[src/ctc_pkg.sv]
// ----------------------------------------------------------------------------
// ctc_pkg: shared types and tables of the C token classifier
// Result word layout, queue entry type, character classes and keyword table.
// ----------------------------------------------------------------------------
package ctc_pkg;

  // Line and keyword geometry.
  localparam int MAX_LINE  = 128;
  localparam int KW_CHARS  = 8;
  localparam int NUM_KW    = 29;
  localparam int POS_W     = 7;
  localparam int LEN_W     = 8;
  localparam int KW_W      = 5;
  localparam int KW_LEN_W  = 4;

  // Depth of the queue between front and back.
  localparam int QDEPTH    = 4;
  localparam int QAW       = 2;

  // Token classes as they appear on the result word.
  typedef enum logic [2:0] {
    CLS_PUNCT     = 3'd0,
    CLS_OPER      = 3'd1,
    CLS_KEYWORD   = 3'd2,
    CLS_NUMBER    = 3'd3,
    CLS_IDENT     = 3'd4,
    CLS_BAD_IDENT = 3'd5
  } tok_class_e;

  // One result word.
  typedef struct packed {
    logic             last;
    tok_class_e       cls;
    logic [KW_W-1:0]  kw;
    logic [POS_W-1:0] start;
    logic [LEN_W-1:0] len;
    logic [7:0]       pchar;
  } result_t;

  // One queue entry: an optional closed token and an optional punctuator.
  typedef struct packed {
    logic    has_tok;
    logic    has_pun;
    result_t tok;
    result_t pun;
  } entry_t;

  // Queue status seen by the back and by the input handshake.
  typedef struct packed {
    logic full;
    logic empty;
  } q_status_t;

  typedef logic [KW_CHARS-1:0][7:0] prefix_t;

  // The 18 token separators.
  function automatic logic is_punct(input logic [7:0] c);
    return c inside {8'h20, "+", "-", "*", "/", ",", ";", ">", "<", "=",
                     "(", ")", "[", "]", "{", "}", "&", "|"};
  endfunction

  // Separators that are also operators.
  function automatic logic is_oper(input logic [7:0] c);
    return c inside {"+", "-", "*", "/", ">", "<", "=", "|", "&"};
  endfunction

  function automatic logic is_digit(input logic [7:0] c);
    return (c >= "0") && (c <= "9");
  endfunction

  // Keyword text, right aligned, first character in the highest used byte.
  function automatic logic [KW_CHARS*8-1:0] kw_text(input int k);
    logic [KW_CHARS*8-1:0] t;
    case (k)
      0:       t = "if";
      1:       t = "else";
      2:       t = "while";
      3:       t = "do";
      4:       t = "break";
      5:       t = "continue";
      6:       t = "int";
      7:       t = "double";
      8:       t = "float";
      9:       t = "return";
      10:      t = "char";
      11:      t = "case";
      12:      t = "long";
      13:      t = "short";
      14:      t = "typedef";
      15:      t = "switch";
      16:      t = "unsigned";
      17:      t = "void";
      18:      t = "static";
      19:      t = "struct";
      20:      t = "sizeof";
      21:      t = "volatile";
      22:      t = "enum";
      23:      t = "const";
      24:      t = "union";
      25:      t = "extern";
      26:      t = "bool";
      27:      t = "cout";
      28:      t = "str";
      default: t = '0;
    endcase
    return t;
  endfunction

  function automatic logic [KW_LEN_W-1:0] kw_len(input int k);
    logic [KW_LEN_W-1:0] l;
    case (k)
      0, 3:                    l = 4'd2;
      6, 28:                   l = 4'd3;
      1, 10, 11, 12, 17, 22,
      26, 27:                  l = 4'd4;
      2, 4, 8, 13, 23, 24:     l = 4'd5;
      7, 9, 15, 18, 19, 20,
      25:                      l = 4'd6;
      14:                      l = 4'd7;
      5, 16, 21:               l = 4'd8;
      default:                 l = 4'd0;
    endcase
    return l;
  endfunction

  // Keyword search: {found, index}; the lowest matching index wins.
  function automatic logic [KW_W:0] kw_lookup(input prefix_t pre,
                                              input logic [LEN_W-1:0] len);
    logic [KW_W:0]         res;
    logic [KW_CHARS*8-1:0] t;
    logic [KW_LEN_W-1:0]   l;
    logic                  same;
    res = '0;
    for (int k = NUM_KW - 1; k >= 0; k--) begin
      l = kw_len(k);
      // Left align the text so character i sits at a fixed byte.
      t = kw_text(k) << ((KW_CHARS - int'(l)) * 8);
      same = (len == LEN_W'(l));
      for (int i = 0; i < KW_CHARS; i++) begin
        if ((i < int'(l)) && (pre[i] != t[(KW_CHARS-1-i)*8 +: 8])) begin
          same = 1'b0;
        end
      end
      if (same) begin
        res = {1'b1, KW_W'(k)};
      end
    end
    return res;
  endfunction

endpackage

[src/ctc_front.sv]
// ----------------------------------------------------------------------------
// ctc_front: token tracker and classifier
// Takes a byte a cycle if accept_i, tracks the pending token, pushes entries.
// ----------------------------------------------------------------------------
module ctc_front (
  input  logic              clk_i,
  input  logic              rst_ni,
  input  logic              accept_i,
  input  logic [7:0]        ch_i,
  input  logic              line_end_i,
  output logic              push_o,
  output ctc_pkg::entry_t   entry_o
);
  import ctc_pkg::*;

  prefix_t          prefix_q, prefix_d;
  logic [LEN_W-1:0] len_q, len_d;
  logic [POS_W-1:0] start_q, start_d;
  logic [POS_W-1:0] pos_q, pos_d;
  logic             all_dig_q, all_dig_d;
  logic             first_dig_q, first_dig_d;

  logic             punct;
  logic             digit;
  logic [KW_W:0]    kw_hit;
  logic [POS_W-1:0] pos_adv;
  tok_class_e       tok_cls;

  assign punct = is_punct(ch_i);
  assign digit = is_digit(ch_i);
  assign kw_hit = kw_lookup(prefix_q, len_q);
  assign pos_adv = (pos_q < POS_W'(MAX_LINE - 1)) ? pos_q + 1'b1 : pos_q;

  // Classify the pending token.
  always_comb begin
    if (kw_hit[KW_W]) begin
      tok_cls = CLS_KEYWORD;
    end else if (all_dig_q) begin
      tok_cls = CLS_NUMBER;
    end else if (!first_dig_q) begin
      tok_cls = CLS_IDENT;
    end else begin
      tok_cls = CLS_BAD_IDENT;
    end
  end

  // Build the queue entry for this word.
  always_comb begin
    entry_o.has_tok   = len_q != '0;
    entry_o.has_pun   = !line_end_i;
    entry_o.tok.last  = line_end_i;
    entry_o.tok.cls   = tok_cls;
    entry_o.tok.kw    = kw_hit[KW_W] ? kw_hit[KW_W-1:0] : '0;
    entry_o.tok.start = start_q;
    entry_o.tok.len   = len_q;
    entry_o.tok.pchar = '0;
    entry_o.pun.last  = 1'b1;
    entry_o.pun.cls   = is_oper(ch_i) ? CLS_OPER : CLS_PUNCT;
    entry_o.pun.kw    = '0;
    entry_o.pun.start = pos_q;
    entry_o.pun.len   = LEN_W'(1);
    entry_o.pun.pchar = ch_i;
    push_o = accept_i && (line_end_i ? (len_q != '0) : punct);
  end

  // Pending token state update.
  always_comb begin
    prefix_d    = prefix_q;
    len_d       = len_q;
    start_d     = start_q;
    pos_d       = pos_q;
    all_dig_d   = all_dig_q;
    first_dig_d = first_dig_q;
    if (accept_i) begin
      if (line_end_i || punct) begin
        len_d       = '0;
        start_d     = '0;
        all_dig_d   = 1'b1;
        first_dig_d = 1'b0;
        pos_d       = line_end_i ? '0 : pos_adv;
      end else begin
        if (len_q == '0) begin
          start_d     = pos_q;
          all_dig_d   = digit;
          first_dig_d = digit;
        end else if (!digit) begin
          all_dig_d = 1'b0;
        end
        if (len_q < LEN_W'(KW_CHARS)) begin
          prefix_d[len_q[$clog2(KW_CHARS)-1:0]] = ch_i;
        end
        if (len_q < LEN_W'(MAX_LINE)) begin
          len_d = len_q + 1'b1;
        end
        pos_d = pos_adv;
      end
    end
  end

  // Control state.
  always_ff @(posedge clk_i or negedge rst_ni) begin
    if (!rst_ni) begin
      len_q       <= '0;
      start_q     <= '0;
      pos_q       <= '0;
      all_dig_q   <= 1'b1;
      first_dig_q <= 1'b0;
    end else begin
      len_q       <= len_d;
      start_q     <= start_d;
      pos_q       <= pos_d;
      all_dig_q   <= all_dig_d;
      first_dig_q <= first_dig_d;
    end
  end

  // Prefix bytes are only read below the pending length.
  always_ff @(posedge clk_i) begin
    prefix_q <= prefix_d;
  end

endmodule

[src/ctc_queue.sv]
// ----------------------------------------------------------------------------
// ctc_queue: entry queue between front and back
// A small register FIFO that lets each side stall on its own.
// ----------------------------------------------------------------------------
module ctc_queue (
  input  logic                clk_i,
  input  logic                rst_ni,
  input  logic                push_i,
  input  ctc_pkg::entry_t     entry_i,
  input  logic                pop_i,
  output ctc_pkg::entry_t     head_o,
  output ctc_pkg::q_status_t  status_o
);
  import ctc_pkg::*;

  entry_t         mem_q [QDEPTH];
  logic [QAW-1:0] wptr_q, rptr_q;
  logic [QAW:0]   count_q;

  assign status_o.full  = count_q == (QAW+1)'(QDEPTH);
  assign status_o.empty = count_q == '0;
  assign head_o = mem_q[rptr_q];

  // Pointers and fill count.
  always_ff @(posedge clk_i or negedge rst_ni) begin
    if (!rst_ni) begin
      wptr_q  <= '0;
      rptr_q  <= '0;
      count_q <= '0;
    end else begin
      if (push_i) begin
        wptr_q <= wptr_q + 1'b1;
      end
      if (pop_i) begin
        rptr_q <= rptr_q + 1'b1;
      end
      if (push_i && !pop_i) begin
        count_q <= count_q + 1'b1;
      end else if (pop_i && !push_i) begin
        count_q <= count_q - 1'b1;
      end
    end
  end

  // Entry storage.
  always_ff @(posedge clk_i) begin
    if (push_i) begin
      mem_q[wptr_q] <= entry_i;
    end
  end

endmodule

[src/ctc_back.sv]
// ----------------------------------------------------------------------------
// ctc_back: result sequencer
// Pops queue entries and delivers one or two result words through an
// output register, holding a second word until the first is taken.
// ----------------------------------------------------------------------------
module ctc_back (
  input  logic                clk_i,
  input  logic                rst_ni,
  input  ctc_pkg::entry_t     head_i,
  input  ctc_pkg::q_status_t  status_i,
  output logic                pop_o,
  output logic                out_valid_o,
  input  logic                out_ready_i,
  output ctc_pkg::result_t    out_o
);
  import ctc_pkg::*;

  result_t out_q, out_d;
  result_t pend_q, pend_d;
  logic    out_valid_q, out_valid_d;
  logic    pend_valid_q, pend_valid_d;
  logic    out_free;

  assign out_free    = !out_valid_q || out_ready_i;
  assign pop_o       = out_free && !pend_valid_q && !status_i.empty;
  assign out_valid_o = out_valid_q;
  assign out_o       = out_q;

  // Load the output register from the held word or the queue head.
  always_comb begin
    out_d        = out_q;
    pend_d       = pend_q;
    out_valid_d  = out_valid_q && !out_ready_i;
    pend_valid_d = pend_valid_q;
    if (out_free) begin
      if (pend_valid_q) begin
        out_d        = pend_q;
        out_valid_d  = 1'b1;
        pend_valid_d = 1'b0;
      end else if (!status_i.empty) begin
        out_valid_d = 1'b1;
        if (head_i.has_tok) begin
          out_d        = head_i.tok;
          pend_d       = head_i.pun;
          pend_valid_d = head_i.has_pun;
        end else begin
          out_d = head_i.pun;
        end
      end
    end
  end

  // Control state.
  always_ff @(posedge clk_i or negedge rst_ni) begin
    if (!rst_ni) begin
      out_valid_q  <= 1'b0;
      pend_valid_q <= 1'b0;
    end else begin
      out_valid_q  <= out_valid_d;
      pend_valid_q <= pend_valid_d;
    end
  end

  // Result payload.
  always_ff @(posedge clk_i) begin
    out_q  <= out_d;
    pend_q <= pend_d;
  end

endmodule

[src/c_token_classifier_core.sv]
// ----------------------------------------------------------------------------
// c_token_classifier_core: lexical classifier for one line of C-like text
// Splits a byte stream into tokens and punctuators and classifies each.
// ----------------------------------------------------------------------------
// Usage:
//   The slave channel takes one word per cycle: a character in tdata, or an
//   end-of-line marker with tlast high (tdata is then ignored). The master
//   channel delivers result words; tlast marks the last result caused by
//   one input word. A punctuator that closes a token yields two results,
//   the token first; an end of line yields the pending token, if any.
//   An accepted input word reaches the master side through the queue storage
//   and then the output register. Input words are taken every cycle while the
//   four-entry queue has room; the back end delivers one result per cycle
//   while the receiver is ready, so sustained throughput is one input word per
//   cycle, except that a punctuator that closes a token takes the single output
//   register for two results. When the receiver stalls, results wait in the
//   output register and the queue, and tready drops once the queue is full.
//   Reset clears the pending token, the line position and all queued results.
// ----------------------------------------------------------------------------
module c_token_classifier_core (
  input  logic        clk_i,
  input  logic        rst_ni,
  input  logic        s_axis_tvalid_i,
  output logic        s_axis_tready_o,
  input  logic [7:0]  s_axis_tdata_i,   // [7:0] ch
  input  logic        s_axis_tlast_i,   // line_end
  output logic        m_axis_tvalid_o,
  input  logic        m_axis_tready_i,
  // [2:0] token_class, [7:3] keyword_index, [14:8] start_pos,
  // [22:15] token_length, [30:23] punct_char, [31] zero
  output logic [31:0] m_axis_tdata_o,
  output logic        m_axis_tlast_o    // last_of_run
);
  import ctc_pkg::*;

  logic      accept;
  logic      push;
  logic      pop;
  entry_t    entry;
  entry_t    head;
  q_status_t status;
  result_t   res;

  assign s_axis_tready_o = !status.full;
  assign accept = s_axis_tvalid_i && s_axis_tready_o;

  ctc_front u_front (
    .clk_i      (clk_i),
    .rst_ni     (rst_ni),
    .accept_i   (accept),
    .ch_i       (s_axis_tdata_i),
    .line_end_i (s_axis_tlast_i),
    .push_o     (push),
    .entry_o    (entry)
  );

  ctc_queue u_queue (
    .clk_i    (clk_i),
    .rst_ni   (rst_ni),
    .push_i   (push),
    .entry_i  (entry),
    .pop_i    (pop),
    .head_o   (head),
    .status_o (status)
  );

  ctc_back u_back (
    .clk_i       (clk_i),
    .rst_ni      (rst_ni),
    .head_i      (head),
    .status_i    (status),
    .pop_o       (pop),
    .out_valid_o (m_axis_tvalid_o),
    .out_ready_i (m_axis_tready_i),
    .out_o       (res)
  );

  // Pack the result word.
  assign m_axis_tdata_o = {1'b0, res.pchar, res.len, res.start, res.kw, res.cls};
  assign m_axis_tlast_o = res.last;

  // The queue is never written while full.
  a_no_overflow: assert property (@(posedge clk_i) disable iff (!rst_ni)
    push |-> !status.full)
    else $error("queue written while full");

  // The queue is never read while empty.
  a_no_underflow: assert property (@(posedge clk_i) disable iff (!rst_ni)
    pop |-> !status.empty)
    else $error("queue read while empty");

  // The second word of a pair follows right after the first is taken.
  a_pair_follows: assert property (@(posedge clk_i) disable iff (!rst_ni)
    (m_axis_tvalid_o && m_axis_tready_i && !m_axis_tlast_o) |=> m_axis_tvalid_o)
    else $error("second result of a pair missing");

  // Only keyword results carry a nonzero keyword index.
  a_field_shape: assert property (@(posedge clk_i) disable iff (!rst_ni)
    (m_axis_tvalid_o && (res.cls != CLS_KEYWORD)) |-> (res.kw == '0))
    else $error("keyword index set on a non-keyword result");

endmodule
[config.mk]
export PLATFORM = sky130hd
export DESIGN_NAME = c_token_classifier_core
export DESIGN_NICKNAME = d
export VERILOG_FILES = /design/src/ctc_pkg.sv /design/src/ctc_front.sv /design/src/ctc_queue.sv /design/src/ctc_back.sv /design/src/c_token_classifier_core.sv
export SDC_FILE = /design/constraint.sdc
export NUM_CORES = 1
export LEC_CHECK = 0
export ABC_AREA = 1
export BUFFER_PORTS_ARGS = -buffer_cell sky130_fd_sc_hd__buf_2
export CAP_MARGIN = 40
export CORE_UTILIZATION = 55
export CTS_CLUSTER_DIAMETER = 30
export DETAILED_ROUTE_END_ITERATION = 10
export PLACE_DENSITY = 0.72
export SKIP_CTS_REPAIR_TIMING = 1
export SYNTH_ARGS = -nofsm -noshare
export SYNTH_HDL_FRONTEND = slang
export SYNTH_SLANG_ARGS = --single-unit
[constraint.sdc]
create_clock -name clk_i -period 4.03 [get_ports clk_i]
set_clock_uncertainty 0.15 [all_clocks]
set_input_delay 0.403 -clock clk_i [delete_from_list [all_inputs] [get_ports clk_i]]
set_output_delay 0.403 -clock clk_i [all_outputs]
set_load 0.05 [all_outputs]
==> metrics list, run 1 <==
- Most frequent standard cell in the layout excluding fill and tap cells: edfxtp_1
* Worst IR Drop VDD: 0.000505 V
- Yosys printed 0 warnings.
- The share of total power dissipated in sequential elements is between 30% and 40%.
- The number of nets handed over by synthesis was between 1000 and 1500.
* Number of enable-type register cells in the synthesized netlist: 280
* ANT nets after route: 0
- The initial utilization of the core area, before any placement, comes to approximately 56%.
- Source-to-sink clock delay at the later pin of the worst-skew pair: 0.56 ns
- Die X: 159 µm
* Yosys reg bits: 313
* Area of the multi-input gates: approximately 3700 µm²
- Port buffering added 46 buffers.
- Minimum hold slack: around 0.042 ns
- The clock net in this run drives a total of approximately 310 sinks.
- From bottom edge to top edge, the die measures 159 µm.
* Number of maximum-capacitance constraint violations: 0
- Share of layout cells above drive strength 1: 14.9%
* Routing usage on met3: 4.58%
- For this run, the leading register cell type out of synthesis is edfxtp_1.
* Pwr/cell area: ~750 nW/µm²
* Register clock-pin slew on the reported worst setup and hold paths: 0.05 ns
- Sequential fraction of the synthesis area: about two thirds
* Pin count of the biggest net entering global routing: between 80 and 90
- Accumulated negative setup slack: 0 ns
- Setup-failing EPs final: 0
- Synthesized instance count: 1227
- Initial antenna violation count: 0
- The die covers 25300 µm².
- WHS Path Cells: 1
- Dividing the detail-routed wire length by the instance count gives 19.1 µm.
- P_int: ~8000 µW
- Data on the critical path is required at its endpoint by ~4.3 ns.
- Global routing's busiest layer: met2
* Cells traversed along the worst timing path: inv_1 > ha_1 > inv_1 > nor2_1 > nand2_1 > o21ai_2 > inv_2 > ha_1 > inv_1 > fa_1 > mux2_2
- Total instance count after detailed placement: 1587
* Reg area: 9240 µm²
- Share of synthesized flip-flops with an asynchronous set or reset: 10.5%
- In this run the deepest clock path goes through 3 buffers.
* Tmin final: around 3.2 ns
- The H-tree generated during clock tree synthesis spans 2 levels.
- Via Count: 9545
- Initial DRC count: 780
* Syn avg cell area: about 11 µm²
- TritonCTS created 51 clock buffers.
- Post-route DRC violation count: 0
* CTS tree: built
- After detailed routing, the number of vias per cell comes to 5.67.
- Worst max-slew margin expressed relative to the limit: 41.3%
* I/O pin total: 48
- STA classifies the critical path startpoint as a flop.
- Portion of total power attributed to the clock network: 36.2%
- After synthesis the cells add up to 13600 µm².
* Vias in the first global route: slightly below 10000
- STA classifies the critical path endpoint as a flop.
* Area grow syn2layout: 18.5%
* Core Box Area: 24200 µm²
- Of the available clock period, the critical path in the final layout requires 78.6%.
- Number of diodes added for antenna fixing: 0
- For the pin with the worst max-slew slack, the measured transition is approximately 0.88 ns.
* Final Max Slew Viols: 0
- Initial DRT Pass Iterations: 5
* Final cell count without fillers: 1683
- Placed wire-length estimate after detailed placement: 21500 µm
- After global routing the overflow that remains totals 0.
- After synthesis, the netlist uses between 50 and 60 different library cells.
- Routability-driven placement finished with a final weighted congestion of 0.908.
- Per report_power, the combinational group accounts for approximately 25% of the total.
* Arrival time of data at the critical path endpoint: 3.46 ns
* Switching component of the power: 4140 µW
* Final routed wirelength across all metal layers: 32200 µm
* First-pass GRT wire length: 51900 µm
* Path class of the lowest-slack min-delay path: input pin to flop
- The final layout contains 1342 nets.
- CP max stage delay: 0.52 ns
- Global routing consumed, on the met1 layer, 36.9% of the routing resources.
- Timing would allow up to 316 MHz.
* Most used cell along the critical path: inv_1
- Along the worst path, the maximum fanout reaches 13.
* Status: completed
- In this run the static leakage power is 0.00606 µW.
- Root Buffer: clkbuf_16
* Fraction of met2 tracks used by global routing: between 40% and 50%
* Filler Cell Count: 1799
* Reg2reg path depth: 11
- Most frequent cells in the layout: edfxtp_1, nor2_1, nand2_1
- GRT Resource Usage Total: 26.4%
- The critical path is of the flop to flop type.
- Count of standard-cell rows: between 50 and 60
- Net switching is around 34% of the power.
- Cell with the largest stage delay on the worst path: o21ai_2
- Final Hold Vio Count: 0
* Setup repair after global routing missed its margin: no
## power groups by stage
stage | combinational [µW] | sequential, µW | clock, µW
after detailed placement | 3050 | 4710 | 0
after CTS | 3080 | 4660 | 4430
after global routing | 3350 | 4720 | 4580
after global placement | 3000 | 4700 | 0
final | 3060 | 4660 | 4380
after floorplan | 1610 | 5180 | 0
## critical path: cells and delay by family, from the launching register on
family          cells  cell delay, ns
mux                 1            0.26
fa+ha+maj           3            0.80
simple gates        2            0.36
compound gates      1            0.52
buf+inv             4            0.46
flops               1            0.51
## cell type report
type,count,area share (%)
timing repair buffer,73,2.88
tap,324,2.52
sequential,313,57.4
multi-input combinational,743,23.1
clock inverter,36,2.69
inverter,136,3.17
clock buffer,58,8.28
## Yosys cell counts, types with 2 or more instances
| cell | n | area (µm²) |
|---|---|---|
| dfrtp_1 | 32 | 801 |
| edfxtp_1 | 280 | 8410 |
| nand2_4 | 3 | 33.8 |
| nand2_1 | 137 | 514 |
| nand3_1 | 62 | 310 |
| nand3b_1 | 3 | 22.5 |
| a31oi_1 | 5 | 31.3 |
| nor3b_1 | 4 | 30.0 |
| o211ai_1 | 2 | 15.0 |
| o21ai_1 | 2 | 10.0 |
| nor2_1 | 235 | 882 |
| o21ai_2 | 3 | 26.3 |
| xor2_1 | 5 | 43.8 |
| ha_1 | 10 | 125 |
| xnor2_1 | 2 | 17.5 |
| nand3_2 | 2 | 20.0 |
| nor3_2 | 3 | 30.0 |
| clkbuf_1 | 29 | 109 |
| o21ai_0 | 93 | 465 |
| buf_4 | 2 | 15.0 |
| o221ai_1 | 2 | 17.5 |
| nor4_2 | 2 | 25.0 |
| nor2_2 | 9 | 56.3 |
| nor3_1 | 35 | 175 |
| and3_1 | 2 | 12.5 |
| inv_1 | 127 | 477 |
| a22o_1 | 8 | 70.1 |
| inv_2 | 9 | 33.8 |
| o22ai_1 | 34 | 213 |
| nor4_1 | 13 | 81.3 |
| buf_1 | 2 | 7.51 |
| a21oi_1 | 22 | 110 |
| nand4_1 | 27 | 169 |
| or2_1 | 2 | 12.5 |
## stage by stage
step           instance area (µm²)  utilization [%]  worst slack (ns)  power (µW)
3_3_place_gp                 14300             59.0             0.764        7690
3_5_place_dp                 14300             59.0             0.707        7760
6_report                     16100             66.4             0.864       12100
2_1_floorplan                13600                -             0.171        6780
4_1_cts                      16100             66.3             0.885       12200
5_1_grt                      16100             66.4             0.676       12700
## per-layer routing
metal	up-vias	wire [µm]
met5	-	0
met4	0	635
met3	57	2350
met2	394	15300
met1	4596	13900
li1	4498	-
## final timing paths
kind / endpoint / startpoint / slack (ns)
setup / recovery: u_queue.count_q[1]$_DFFE_PN0P_ / u_front.len_q[1]$_DFFE_PN0P_ / 0.86
hold / removal: u_queue.mem_q[3][7]$_DFFE_PP_ / s_axis_tdata_i[7] / 0.04
setup reg to reg: u_queue.count_q[1]$_DFFE_PN0P_ / u_front.len_q[1]$_DFFE_PN0P_ / 0.86
hold reg to reg: u_queue.mem_q[0][24]$_DFFE_PP_ / u_front.start_q[0]$_DFFE_PN0P_ / 0.37
max in group asynchronous: u_queue.rptr_q[0]$_DFFE_PN0P_ / rst_ni / 2.85
min in group asynchronous: u_front.len_q[0]$_DFFE_PN0P_ / rst_ni / 0.32
## cells by family after synthesis
| logic type | synth area share, % |
|---|---|
| AND/OR/NAND/NOR | 17.9 |
| flip-flops | 68.0 |
| AO/OA/AOI/OAI | 7.62 |
| buffers and inverters | 4.85 |
| adder cells (fa/ha/maj) | 1.07 |
| XOR/XNOR | 0.452 |
| other | 0.0276 |
| multiplexers | 0.0830 |
## flip-flops by register name, summed over array words and instances (netlist names)
name                 count
u_queue.wptr_q           2
u_front.len_q            8
u_front.pos_q            7
u_back.pend_valid_q      1
u_front.first_dig_q      1
u_queue.mem_q          168
u_back.pend_q           16
u_queue.rptr_q           2
u_front.all_dig_q        1
u_back.out_o            32
u_back.out_valid_o       1
u_front.start_q          7
u_queue.count_q          3
u_front.prefix_q        64
(Power assumes the default switching activity.)
==> run 2: changes to the inputs <==
--- a/config.mk
+++ b/config.mk
@@ -11,7 +11,7 @@
 export CORE_UTILIZATION = 55
 export CTS_CLUSTER_DIAMETER = 30
 export DETAILED_ROUTE_END_ITERATION = 10
-export PLACE_DENSITY = 0.72
+export PLACE_DENSITY = 0.75
 export SKIP_CTS_REPAIR_TIMING = 1
 export SYNTH_ARGS = -nofsm -noshare
 export SYNTH_HDL_FRONTEND = slang
==> constraint.sdc (replaced) <==
create_clock -name clk_i -period 2.7 [get_ports clk_i]
set_clock_uncertainty 0.15 [all_clocks]
set_input_delay 0.27 -clock clk_i [delete_from_list [all_inputs] [get_ports clk_i]]
set_output_delay 0.27 -clock clk_i [all_outputs]
set_load 0.05 [all_outputs]
==> run 2 against run 1 <==
Compared with the run above: first-iteration DRC count grew 3.3%; register-to-register slack worse by 0.81 ns; power grew 53%; critical endpoint is now u_queue.count_q[2]$_DFFE_PN0P_; sequential power increased by 47%; flip-flop and latch count unchanged; critical path type unchanged.
==> metrics list, run 2 (synthesis results as in run 1) <==
- The flow ran to the end, and the final reports show no timing, DRC or antenna violations.
* P_int: 12200 µW (+54%)
* Utilization of the core after routing: 68.5% (+2.1 points)
- The detailed placement HPWL is 22200 µm (+3.2%).
* Share of total power in sequential cells: 36.9% (-1.6 points)
- The worst IR drop on VDD is 0.000667 V (+32%).
- Met1 track utilization from global routing: 35.8% (-1.1 points)
- Die Y: 159 µm (unchanged)
- The library cell used most frequently in the layout, excluding fill and tap cells, is edfxtp_1.
* Cells traversed along the worst timing path: nor2_1 > nand2_2 > nand2_2 > clkinv_4 > nand2_4 > inv_2 > o21ai_4 > inv_2 > ha_1 > inv_1 > fa_1 > a21oi_2 > o21ai_0 > xnor2_1
- GPL Wtd Cong: 0.950 (+4.5%)
- Capturing element type of the critical path: flop
* Initial cell density of the core: 56.0% (unchanged)
- Share of the cycle needed by the critical path after routing: 98.1% (+20 points)
- Fraction of met2 tracks used by global routing: 44.0% (+1.0 points)
- Register name with the most flops: u_queue.mem_q
* Count of standard-cell rows: 57 (unchanged)
* LEAKAGE: 0.00633 µW (+4.5%)
- The number of buffers between clock root and the deepest sink is 3 (unchanged).
- Most frequent cells in the layout: edfxtp_1, nor2_1, nand2_1
* First-pass GRT wire length: 52100 µm (+0.40%)
* Initial DRC count: 806 (+3.3%)
- On the critical path, the stage with the largest delay is an instance of fa_1.
* Path class of the lowest-slack min-delay path: input pin to flop
- The net switching power figure was 6290 µW (+52%).
- Logic gate share of total power: 27.0% (+1.7 points)
- Count of buffers from port buffering: 46 (unchanged)
- The number of diodes came to 0 (unchanged).
* Pwr/cell area: 1110 nW/µm² (+48%)
* Ratio of routed vias to standard cells: 5.62 (-0.86%)
* CTS H-tree depth: 2 (unchanged)
- The number of standard cells in the layout, taps in and fillers out was 1734 (+3.0%).
- The die area was 25300 µm² (unchanged).
* Critical path class: flop to flop
- Cell family contributing the most delay on the critical path: adder cells
- Type of element launching the critical path: flop
- The number of antenna violations at the first check in global routing was 0 (unchanged).
- Final routed wirelength across all metal layers: 33800 µm (+4.8%)
* Number of maximum-capacitance constraint violations: 0 (unchanged)
- Flip-flop count of the largest register, all copies and words added: 168 (unchanged)
- The count of filler cells inserted in the layout came to 1745 (-3.0%).
* Vias in the first global route: 9631 (+0.19%)
* Total CTS buffers: 52 (+2.0%)
- The data arrival time of the critical path is 2.94 ns (-0.52 ns).
- The summed negative setup slack over all endpoints was 0 ns (unchanged).
- TritonCTS Sinks: 313 (unchanged)
* Total instance count after detailed placement: 1626 (+2.5%)
- The count of unresolved DRC violations after routing was 0 (unchanged).
* Core Box Area: 24200 µm² (unchanged)
- The fraction of layout instances using a drive strength above 1 was 17.7% (+2.8 points).
- Number of nets in the final layout: 1392 (+3.7%)
* CP bufs+invs: 4 (unchanged)
- The total global routing overflow is 0 (unchanged).
* Die X: 159 µm (unchanged)
* Critical path data required time: 2.99 ns (-1.33 ns)
* I/O pin total: 48 (unchanged)
- The clock edge transition at the registers on the reported setup and hold paths came to 0.04 ns (about the same).
- The number of detailed-routing iterations run before antenna repair was 5 (unchanged).
- The slew at the pin closest to its max-slew limit is 0.788 ns (-0.0916 ns).
* CTS tree: built
* Routing usage on met3: 5.00% (+0.42 points)
- In this run the clock root is driven by a clkbuf_16.
- Tmin final: 2.65 ns (-0.517 ns)
- Maximum fanout count along the critical path: 7 (-6)
- The total count of hold-check failures in the final report was 0 (unchanged).
- The via total after detailed routing was 9750 (+2.1%).
* ANT nets after route: 0 (unchanged)
* Portion of total power attributed to the clock network: 36.1% (about the same)
- The area taken by multi-input logic gates came to 3740 µm² (+0.71%).
- The overall power of the completed layout came to 18500 µW (+53%).
- The routed wirelength normalized by instance count was 19.5 µm (+1.7%).
- Worst max-slew margin expressed relative to the limit: 47.5% (+6.1 points)
- GRT Resource Usage Total: 26.8% (+0.33 points)
* CP max stage delay: 0.49 ns (-0.03 ns)
- The insertion delay to the later sink of the worst-skew pair came to 0.57 ns (about the same).
- Final Max Slew Viols: 0 (unchanged)
- From synthesis to final layout, the design area changed by 22.3%.
- In this run the most used layer during global routing was met2.
- Pin count of the biggest net entering global routing: 51 (-39%)
- Switching share of power: 34.0% (-0.27 points)
- Maximum frequency from static timing analysis: 378 MHz (+20%)
- Reg area: 9240 µm² (about the same)
- The final setup violation count was 0 (unchanged).
- Setup repair after global routing missed its margin: yes
run 2: cell types whose count changed in the layout (fill, tap and decap cells not counted), sizes merged:
cell / delta
dlygate4sd3: +9
clkinv: +6
bufinv: +1
buf: +40
inv: -5
run 2: path summary, 6_finish.rpt:
check / endpoint / startpoint / depth (start not counted) / slack, ns
max: u_queue.count_q[2]$_DFFE_PN0P_ / u_queue.count_q[0]$_DFFE_PN0P_ / 14 / 0.05
min: u_front.prefix_q[52]$_DFFE_PP_ / s_axis_tdata_i[4] / 2 / 0.02
max reg2reg: u_queue.count_q[2]$_DFFE_PN0P_ / u_queue.count_q[0]$_DFFE_PN0P_ / 14 / 0.05
min reg2reg: u_queue.mem_q[3][29]$_DFFE_PP_ / u_front.start_q[5]$_DFFE_PN0P_ / 0 / 0.37
max in group asynchronous: u_front.len_q[1]$_DFFE_PN0P_ / rst_ni / 2 / 1.66
min in group asynchronous: u_back.out_valid_o$_DFF_PN0_ / rst_ni / 2 / 0.19
run 2: power by group through the flow:
| stage | combinational (µW) | sequential (µW) | clock [µW] |
|---|---|---|---|
| 6_report | 5000 | 6830 | 6690 |
| 4_1_cts | 4940 | 6820 | 6740 |
| 2_1_floorplan | 2440 | 7710 | 0 |
| 3_5_place_dp | 4870 | 6900 | 0 |
| 3_3_place_gp | 4760 | 6870 | 0 |
| 5_1_grt | 5400 | 6900 | 6980 |
run 2: routing by layer:
layer | vias up | part of all wire [%]
li1 | 4598 | -
met2 | 391 | 49
met5 | - | 0
met4 | 0 | 2.5
met1 | 4691 | 42
met3 | 70 | 6.9
run 2: layout make-up:
type / instances / share of cell area [%]
Timing Repair Buffer: 122 / 5.29
Clock buffer: 58 / 8.22
Multi-Input combinational cell: 743 / 22.5
Sequential cell: 313 / 55.7
Inverter: 136 / 3.11
Clock inverter: 38 / 2.78
Tap cell: 324 / 2.44
run 2: stage by stage:
| step | instance area, µm² | hold slack, ns | setup slack [ns] |
|---|---|---|---|
| after floorplan | 13600 | -0.176 | 0.0108 |
| after detailed placement | 14600 | 0.237 | -0.107 |
| after global routing | 16600 | 0.0169 | -0.0763 |
| after global placement | 14600 | 0.237 | -0.0262 |
| final | 16600 | 0.0158 | 0.0513 |
| after CTS | 16500 | -0.357 | -0.137 |
run 2: worst reg2reg max path: stages, from the launching register on:
cell,delay (ns)
dfrtp_2,0.41
nor2_1,0.06
nand2_2,0.09
nand2_2,0.14
clkinv_4,0.13
nand2_4,0.06
inv_2,0.08
o21ai_4,0.07
inv_2,0.09
ha_1,0.17
inv_1,0.08
fa_1,0.49
a21oi_2,0.21
o21ai_0,0.15
xnor2_1,0.15
